--- config.mk ---
export PLATFORM = sky130hd
export DESIGN_NAME = fpt_ctrl
export DESIGN_NICKNAME = d
export VERILOG_FILES = /design/src/hw/rtl/fpt_pkg.sv /design/src/hw/rtl/fpt_ctrl.sv
export VERILOG_INCLUDE_DIRS = /design/src /design/src/hw/rtl
export SDC_FILE = /design/constraint.sdc
export NUM_CORES = 1
export LEC_CHECK = 0
export ABC_AREA = 1
export ABC_CLOCK_PERIOD_IN_PS = 1600
export BUFFER_PORTS_ARGS = -buffer_cell sky130_fd_sc_hd__buf_2
export CORE_AREA = 4 4 41 43
export DETAILED_ROUTE_END_ITERATION = 10
export DIE_AREA = 0 0 45 47
export GPL_TIMING_DRIVEN = 0
export SYNTH_ARGS = -nofsm -noshare
export SYNTH_HDL_FRONTEND = slang
export SYNTH_SLANG_ARGS = --single-unit
--- constraint.sdc ---
create_clock -name i_clk -period 1.6 [get_ports i_clk]
set_input_delay 0 -clock i_clk [delete_from_list [all_inputs] [get_ports i_clk]]
set_output_delay 0 -clock i_clk [all_outputs]
set_load 0.05 [all_outputs]
--- src/hw/rtl/flat_page_table_iommu_top_defines.svh ---
// Assertion macros shared by the page table controller and datapath.
`ifndef FLAT_PAGE_TABLE_IOMMU_TOP_DEFINES_SVH
`define FLAT_PAGE_TABLE_IOMMU_TOP_DEFINES_SVH
`ifndef SYNTHESIS
`define FPT_ASSERT_SAME(lbl, ante, cons, msg) \
    lbl: assert property (@(posedge i_clk) disable iff (!i_rst_n) (ante) |-> (cons)) \
        else $error(msg);
`define FPT_ASSERT_NEXT(lbl, ante, cons, msg) \
    lbl: assert property (@(posedge i_clk) disable iff (!i_rst_n) (ante) |=> (cons)) \
        else $error(msg);
`else
`define FPT_ASSERT_SAME(lbl, ante, cons, msg)
`define FPT_ASSERT_NEXT(lbl, ante, cons, msg)
`endif
`endif

--- src/hw/rtl/fpt_pkg.sv ---
// Types, codes and sizes shared by the flat page table IOMMU modules.
package fpt_pkg;

    localparam int TABLE_ENTRIES = 65536;
    localparam int PAGE_BITS     = 12;
    localparam int VA_W          = 32;
    localparam int VPN_W         = VA_W - PAGE_BITS;
    localparam int IDX_W         = $clog2(TABLE_ENTRIES);
    localparam int CNT_W         = IDX_W + 1;
    localparam int LIM_W         = VPN_W + 1;
    localparam logic [LIM_W-1:0] TABLE_LIMIT = LIM_W'(TABLE_ENTRIES);

    localparam int CFG_IDX_W  = 2;
    localparam int CFG_DATA_W = 32;
    localparam logic [CFG_IDX_W-1:0] CFG_WIN_START = CFG_IDX_W'(0);
    localparam logic [CFG_IDX_W-1:0] CFG_WIN_END   = CFG_IDX_W'(1);
    localparam logic [CFG_IDX_W-1:0] CFG_ATTACHED  = CFG_IDX_W'(2);
    localparam logic [VA_W-1:0]      WIN_END_RESET = 32'h0FFF_FFFF;

    localparam int IN_TDATA_W    = 104;
    localparam int OUT_FIELDS_W  = 34;
    localparam int OUT_TDATA_W   = 40;

    typedef enum logic [1:0] {
        ACT_MAP   = 2'd0,
        ACT_UNMAP = 2'd1,
        ACT_XLATE = 2'd2
    } t_action;

    typedef enum logic [1:0] {
        ST_OK    = 2'd0,
        ST_RANGE = 2'd1,
        ST_NODEV = 2'd2
    } t_status;

    typedef enum logic [2:0] {
        S_CLEAR,
        S_IDLE,
        S_CHK,
        S_EVAL,
        S_WALK,
        S_READ,
        S_RDATA,
        S_DONE
    } t_state;

    typedef struct packed {
        logic clear;
        logic load;
        logic check;
        logic eval;
        logic walk;
        logic read;
        logic compose;
        logic push;
    } t_dp_cmd;

    typedef struct packed {
        logic clear_last;
        logic go_walk;
        logic go_read;
        logic walk_last;
        logic out_free;
    } t_dp_sts;

endpackage

--- src/hw/rtl/fpt_ctrl.sv ---
// Controller: sequences clearing, checks, table walk, lookup and result hand-off.
`include "flat_page_table_iommu_top_defines.svh"
module fpt_ctrl (
    input  logic             i_clk,
    input  logic             i_rst_n,
    input  logic             i_in_valid,
    output logic             o_in_ready,
    output fpt_pkg::t_dp_cmd o_cmd,
    input  fpt_pkg::t_dp_sts i_sts
);

    fpt_pkg::t_state r_state;
    fpt_pkg::t_state n_state;

    // state register; sweep the table after reset
    always_ff @(posedge i_clk) begin
        if (!i_rst_n) begin
            r_state <= fpt_pkg::S_CLEAR;
        end else begin
            r_state <= n_state;
        end
    end

    // next state and datapath commands
    always_comb begin
        n_state    = r_state;
        o_in_ready = 1'b0;
        o_cmd      = '0;
        unique case (r_state)
            fpt_pkg::S_CLEAR: begin
                o_cmd.clear = 1'b1;
                if (i_sts.clear_last) begin
                    n_state = fpt_pkg::S_IDLE;
                end
            end
            fpt_pkg::S_IDLE: begin
                o_in_ready = 1'b1;
                if (i_in_valid) begin
                    o_cmd.load = 1'b1;
                    n_state    = fpt_pkg::S_CHK;
                end
            end
            fpt_pkg::S_CHK: begin
                o_cmd.check = 1'b1;
                n_state     = fpt_pkg::S_EVAL;
            end
            fpt_pkg::S_EVAL: begin
                o_cmd.eval = 1'b1;
                if (i_sts.go_walk) begin
                    n_state = fpt_pkg::S_WALK;
                end else if (i_sts.go_read) begin
                    n_state = fpt_pkg::S_READ;
                end else begin
                    n_state = fpt_pkg::S_DONE;
                end
            end
            fpt_pkg::S_WALK: begin
                o_cmd.walk = 1'b1;
                if (i_sts.walk_last) begin
                    n_state = fpt_pkg::S_DONE;
                end
            end
            fpt_pkg::S_READ: begin
                o_cmd.read = 1'b1;
                n_state    = fpt_pkg::S_RDATA;
            end
            fpt_pkg::S_RDATA: begin
                o_cmd.compose = 1'b1;
                n_state       = fpt_pkg::S_DONE;
            end
            fpt_pkg::S_DONE: begin
                if (i_sts.out_free) begin
                    o_cmd.push = 1'b1;
                    n_state    = fpt_pkg::S_IDLE;
                end
            end
            default: n_state = fpt_pkg::S_IDLE;
        endcase
    end

    `FPT_ASSERT_NEXT(a_read_compose, r_state == fpt_pkg::S_READ, r_state == fpt_pkg::S_RDATA, "lookup skipped compose")
    `FPT_ASSERT_SAME(a_eval_excl, r_state == fpt_pkg::S_EVAL, !(i_sts.go_walk && i_sts.go_read), "walk and read both chosen")
    `FPT_ASSERT_NEXT(a_walk_exit, (r_state == fpt_pkg::S_WALK) && i_sts.walk_last, r_state == fpt_pkg::S_DONE, "walk overran last page")

endmodule

## Word-level counts from Yosys, hierarchy flattened

Index checks and enable logic that the tools add are counted.

| storage, ports and cells | value |
|---|---|
| word-level logic and storage cells | 32 |
| input port bits | 8 |
| register bits | 3 |

| cells by class | value |
|---|---|
| eq/ne operators | 11 |
| reduce and logical (&&, ||, !) cells | 2 |
| mux-type cells | 18 |

Operators with widths:

| operator | number |
|---|---|
| one-hot mux 3 bit (8 select lines) | 1 |
| 2-to-1 mux 3 bit | 5 |
| equality test 3 bit (second input constant) | 4 |
| 2-to-1 mux 1 bit | 11 |
| inequality test 2 bit (second input constant) | 4 |
| equality test 3 x 2 -> 1 bit (second input constant) | 2 |
| AND reduction 4 bit | 1 |
| equality test 3 x 1 -> 1 bit (second input constant) | 1 |
| zero test 3 bit | 1 |
| 2-to-1 mux 2 bit | 1 |

## Longest topological paths before layout

| logic depth | value |
|---|---|
| depth in word-level cells | 3 |
| gate-level depth with buffers | 9 |
| depth with buffers taken out | 8 |

## Worst setup path before layout

OpenSTA, ideal clock, no wires.

| timing path | value |
|---|---|
| path kind | flip-flop to output port |
| from | reg r_state[0] |
| to | out o_cmd[6] in the netlist's numbering |
| setup slack | -91 ps |
| data arrival time | 1691 ps |
| stages on the path, launching flop included | 6 |
| cell sequence | dfxtp_1 -> buf_4 -> inv_1 -> nor2_1 -> inv_1 -> nor3_1 |

RTL lines:

| item | RTL line | RTL |
|---|---|---|
| from (decl) | fpt_ctrl.sv:12 | `fpt_pkg::t_state r_state;` |
| from (signal assigned) | fpt_ctrl.sv:18 | `r_state <= fpt_pkg::S_CLEAR;` |
| from (signal assigned) | fpt_ctrl.sv:20 | `r_state <= n_state;` |
| to (decl) | fpt_ctrl.sv:8 | `output fpt_pkg::t_dp_cmd o_cmd,` |

==> results.sh <==
export IMPL_cts_root_buf="clkbuf_4"
export IMPL_cts_made_buffers=3
export IMPL_final_common_cell="buf_2"
export IMPL_ctsResizeCount=0
export IMPL_synth_xor_area_share_pct=0
export IMPL_max_cap_violations=0
export IMPL_grt_max_degree=9
export IMPL_worstPathCellList="nand2_1, inv_1, nand2_1, nor2_1, buf_2"
export IMPL_hold_path_cell_count=3
export IMPL_ir_worst_vdd_mv=0.728
export IMPL_nets=78
export IMPL_routed_top_layer="met3"
export IMPL_hold_slack_ns=0.0153
export IMPL_drt_wirelength_per_cell_um=8.49
export IMPL_status="completed"
export IMPL_core_area_um2=1300
export IMPL_p_sw_share_pct=58.0
export IMPL_ys_flop_type="dfxtp_1"
export IMPL_synth_top_family_by_area="simple AND/OR/NAND/NOR gates"
export IMPL_async_flop_share_pct=0
export IMPL_tns_ns=0
export IMPL_ys_seq_elements=3
export IMPL_cts_sinks=3
export IMPL_required_ns=1.60
export IMPL_muxShareOfSynthArea_pct=0
export IMPL_cp_slowest_stage_delay_ns=0.47
export IMPL_synth_avg_cell_area_um2=5.67
export IMPL_cp_max_fo=7
export IMPL_vias=340
export IMPL_rrSetupSlack_ns=0.45
export IMPL_min_period_ns=1.37
export IMPL_cts_max_path_buffers=2
export IMPL_maxSlewViolCount=0
export IMPL_relSlewSlack_pct=81.2
export IMPL_tightest_slew_ns=0.281
export IMPL_utilization_pct=31.3
export IMPL_hp_class="primary input to flip-flop"
export IMPL_synth_fa_ha_area_share_pct=0
export IMPL_dr_wl_met3_um=72
export IMPL_cts_reportedPaths_clkPinSlew_ns=0.04
export IMPL_diodes=0
export IMPL_instances_no_fill=84
export IMPL_io_pins=17
export IMPL_path_delay_family="flip-flops"
export IMPL_min_period_over_period_pct=85.9
export IMPL_worst_r2r_endpoint="r_state[0]"
export IMPL_finalHoldViolations=0
export IMPL_largest_reg_flops=3
export IMPL_rsz0062_at_grt="no"
export IMPL_synth_fp_nets=57
export IMPL_routed_wl_um=713
export IMPL_top_register="r_state"
export IMPL_comb_power_share_pct=68.0
export IMPL_pre_cts_ws_ns=0.474
export IMPL_syn2layout_area_growth_pct=46.8
export IMPL_top_regs="r_state: 3 flops"
export IMPL_wl_met1_um=368
export IMPL_synth_area_leader_cell="dfxtp_1"
export IMPL_r2r_cells=7
export IMPL_final_cell_area_um2=408
export IMPL_grt_pass1_wl_mm=1.28
export IMPL_synth_area_leaders="dfxtp_1 (22%), nand2_1 (12%), inv_1 (11%), nor2_1 (11%), nand3_1 (7.2%)"
export IMPL_synth_edff_count=0
export IMPL_die_area_um2=2120
export IMPL_p_leak_nw=0.250
export IMPL_hold_path_endpoint="r_state[1]"
export IMPL_synthCells=49
export IMPL_drtAntennaViolNets=0
export IMPL_cp_common_cell="nand2_1"
export IMPL_synth_seq_area_share_pct=21.6
export IMPL_hp_start="i_rst_n"
export IMPL_grt_use_total_pct=8.36
export IMPL_layout_common_cells="buf_2 (16), nand2_1 (9), nor2_1 (8), inv_1 (8), nand3_1 (4)"
export IMPL_p_seq_share_pct=16.1
export IMPL_grt_pass1_vias=337
export IMPL_clock_skew_final_ns=0.000259
export IMPL_synth_distinct_cells=15
export IMPL_drtIter0Drc=3
export IMPL_place_congestion=0.762
export IMPL_postCtsSetupRepairBufs=0
export IMPL_drive_gt1_share_pct=40.6
export IMPL_syn_area_um2=278
export IMPL_yosysWarnings=0
export IMPL_fp_dieH_um=47
export IMPL_vias_per_cell=4.05
export IMPL_cp_start_kind="flip-flop"
export IMPL_p_per_area_nw_per_um2=2020
export IMPL_critical_path_class="flip-flop to output pin"
export IMPL_pwr_share_clk_pct=15.8
export IMPL_critical_path_buf_inv_count=2
export IMPL_p_total_mw=0.823
export IMPL_die_x_um=45
export IMPL_place_inst=80
export IMPL_synth_compound_area_share_pct=5.41
export IMPL_setup_viol=0
export IMPL_setup_slack_ns=0.226
export IMPL_drc=0
export IMPL_arrival_ns=1.37
export IMPL_r2r_start="r_state[1]"
export IMPL_critPathSlowestCell="dfxtp_1"
export IMPL_p_switching_mw=0.477
export IMPL_cellInternalPower_mw=0.346
export IMPL_rows=13
export IMPL_dr_pass1_iters=2
export IMPL_synth_top_cell_area_share_pct=21.6
export IMPL_yosys_area_share_simple_pct=55.4
export IMPL_end_kind="output pin"
export IMPL_placed_area_um2=382
export IMPL_port_buffers=16
export IMPL_fill_cells=162
export IMPL_clk_latency_ns=0.23
export IMPL_antenna_found_initial=0
export IMPL_grt_overflow_total=0
export IMPL_initial_core_util_pct=21.3
export IMPL_cts_tree="yes"
export IMPL_clock_fmax_ghz=0.728
export IMPL_wl_met2_um=272
export IMPL_dpl_hpwl_um=573
export IMPL_h_tree_depth=1
export IMPL_cts_hold_fix_buffers=0
[cell type report]
class,count,area [µm²],area share [%]
Multi-Input combinational cell,35,174,42.6
Timing Repair Buffer,16,80.1,19.6
Sequential cell,3,60.1,14.7
Inverter,9,33.8,8.28
Clock buffer,4,26.3,6.44
Tap cell,15,18.8,4.60
Buffer,2,15.0,3.68
[how the worst max path moves through the flow]
stage	slack, ns	end	cells after the start	startpoint
after detailed placement	0.47	r_state[0]	8	r_state[2]
after global routing	0.06	o_cmd[0]	5	r_state[1]
after CTS	0.24	o_cmd[0]	5	r_state[1]
after floorplan	0.02	o_cmd[1]	3	r_state[2]
final	0.23	o_cmd[0]	5	r_state[1]
after global placement	0.48	r_state[1]	7	r_state[1]
[metal layers]
layer	up-vias	track usage, %
met4	0	7.02
met2	14	11.9
met3	0	1.92
li1	192	-
met5	-	0
met1	134	10.6
[cell usage after synthesis, types with 2 or more instances]
cell type / number
nand2_2: 3
buf_4: 2
nand3_1: 4
o21ai_0: 2
nand2_1: 9
inv_1: 8
nor3_1: 4
dfxtp_1: 3
nor2_1: 8
[power by group through the flow]
stage                     combinational (mW)  clock [mW]  sequential [mW]
final                                  0.560       0.130            0.133
after detailed placement               0.561           0            0.133
after global placement                 0.558           0            0.133
after floorplan                        0.463           0            0.124
after global routing                   0.618       0.148            0.137
after CTS                              0.563       0.135            0.132
[logic make-up after synthesis]
kind of cell	after synthesis
DFF	3
AOI/OAI and AO/OA	3
buffers and inverters	11
and+or+nand+nor	32
[worst min-delay path, cell delays in order]
cell     delay [ns]
buf_2          0.11
nand2_1        0.06
nor2_1         0.03
No activity file was read; power rests on OpenSTA's default activity.
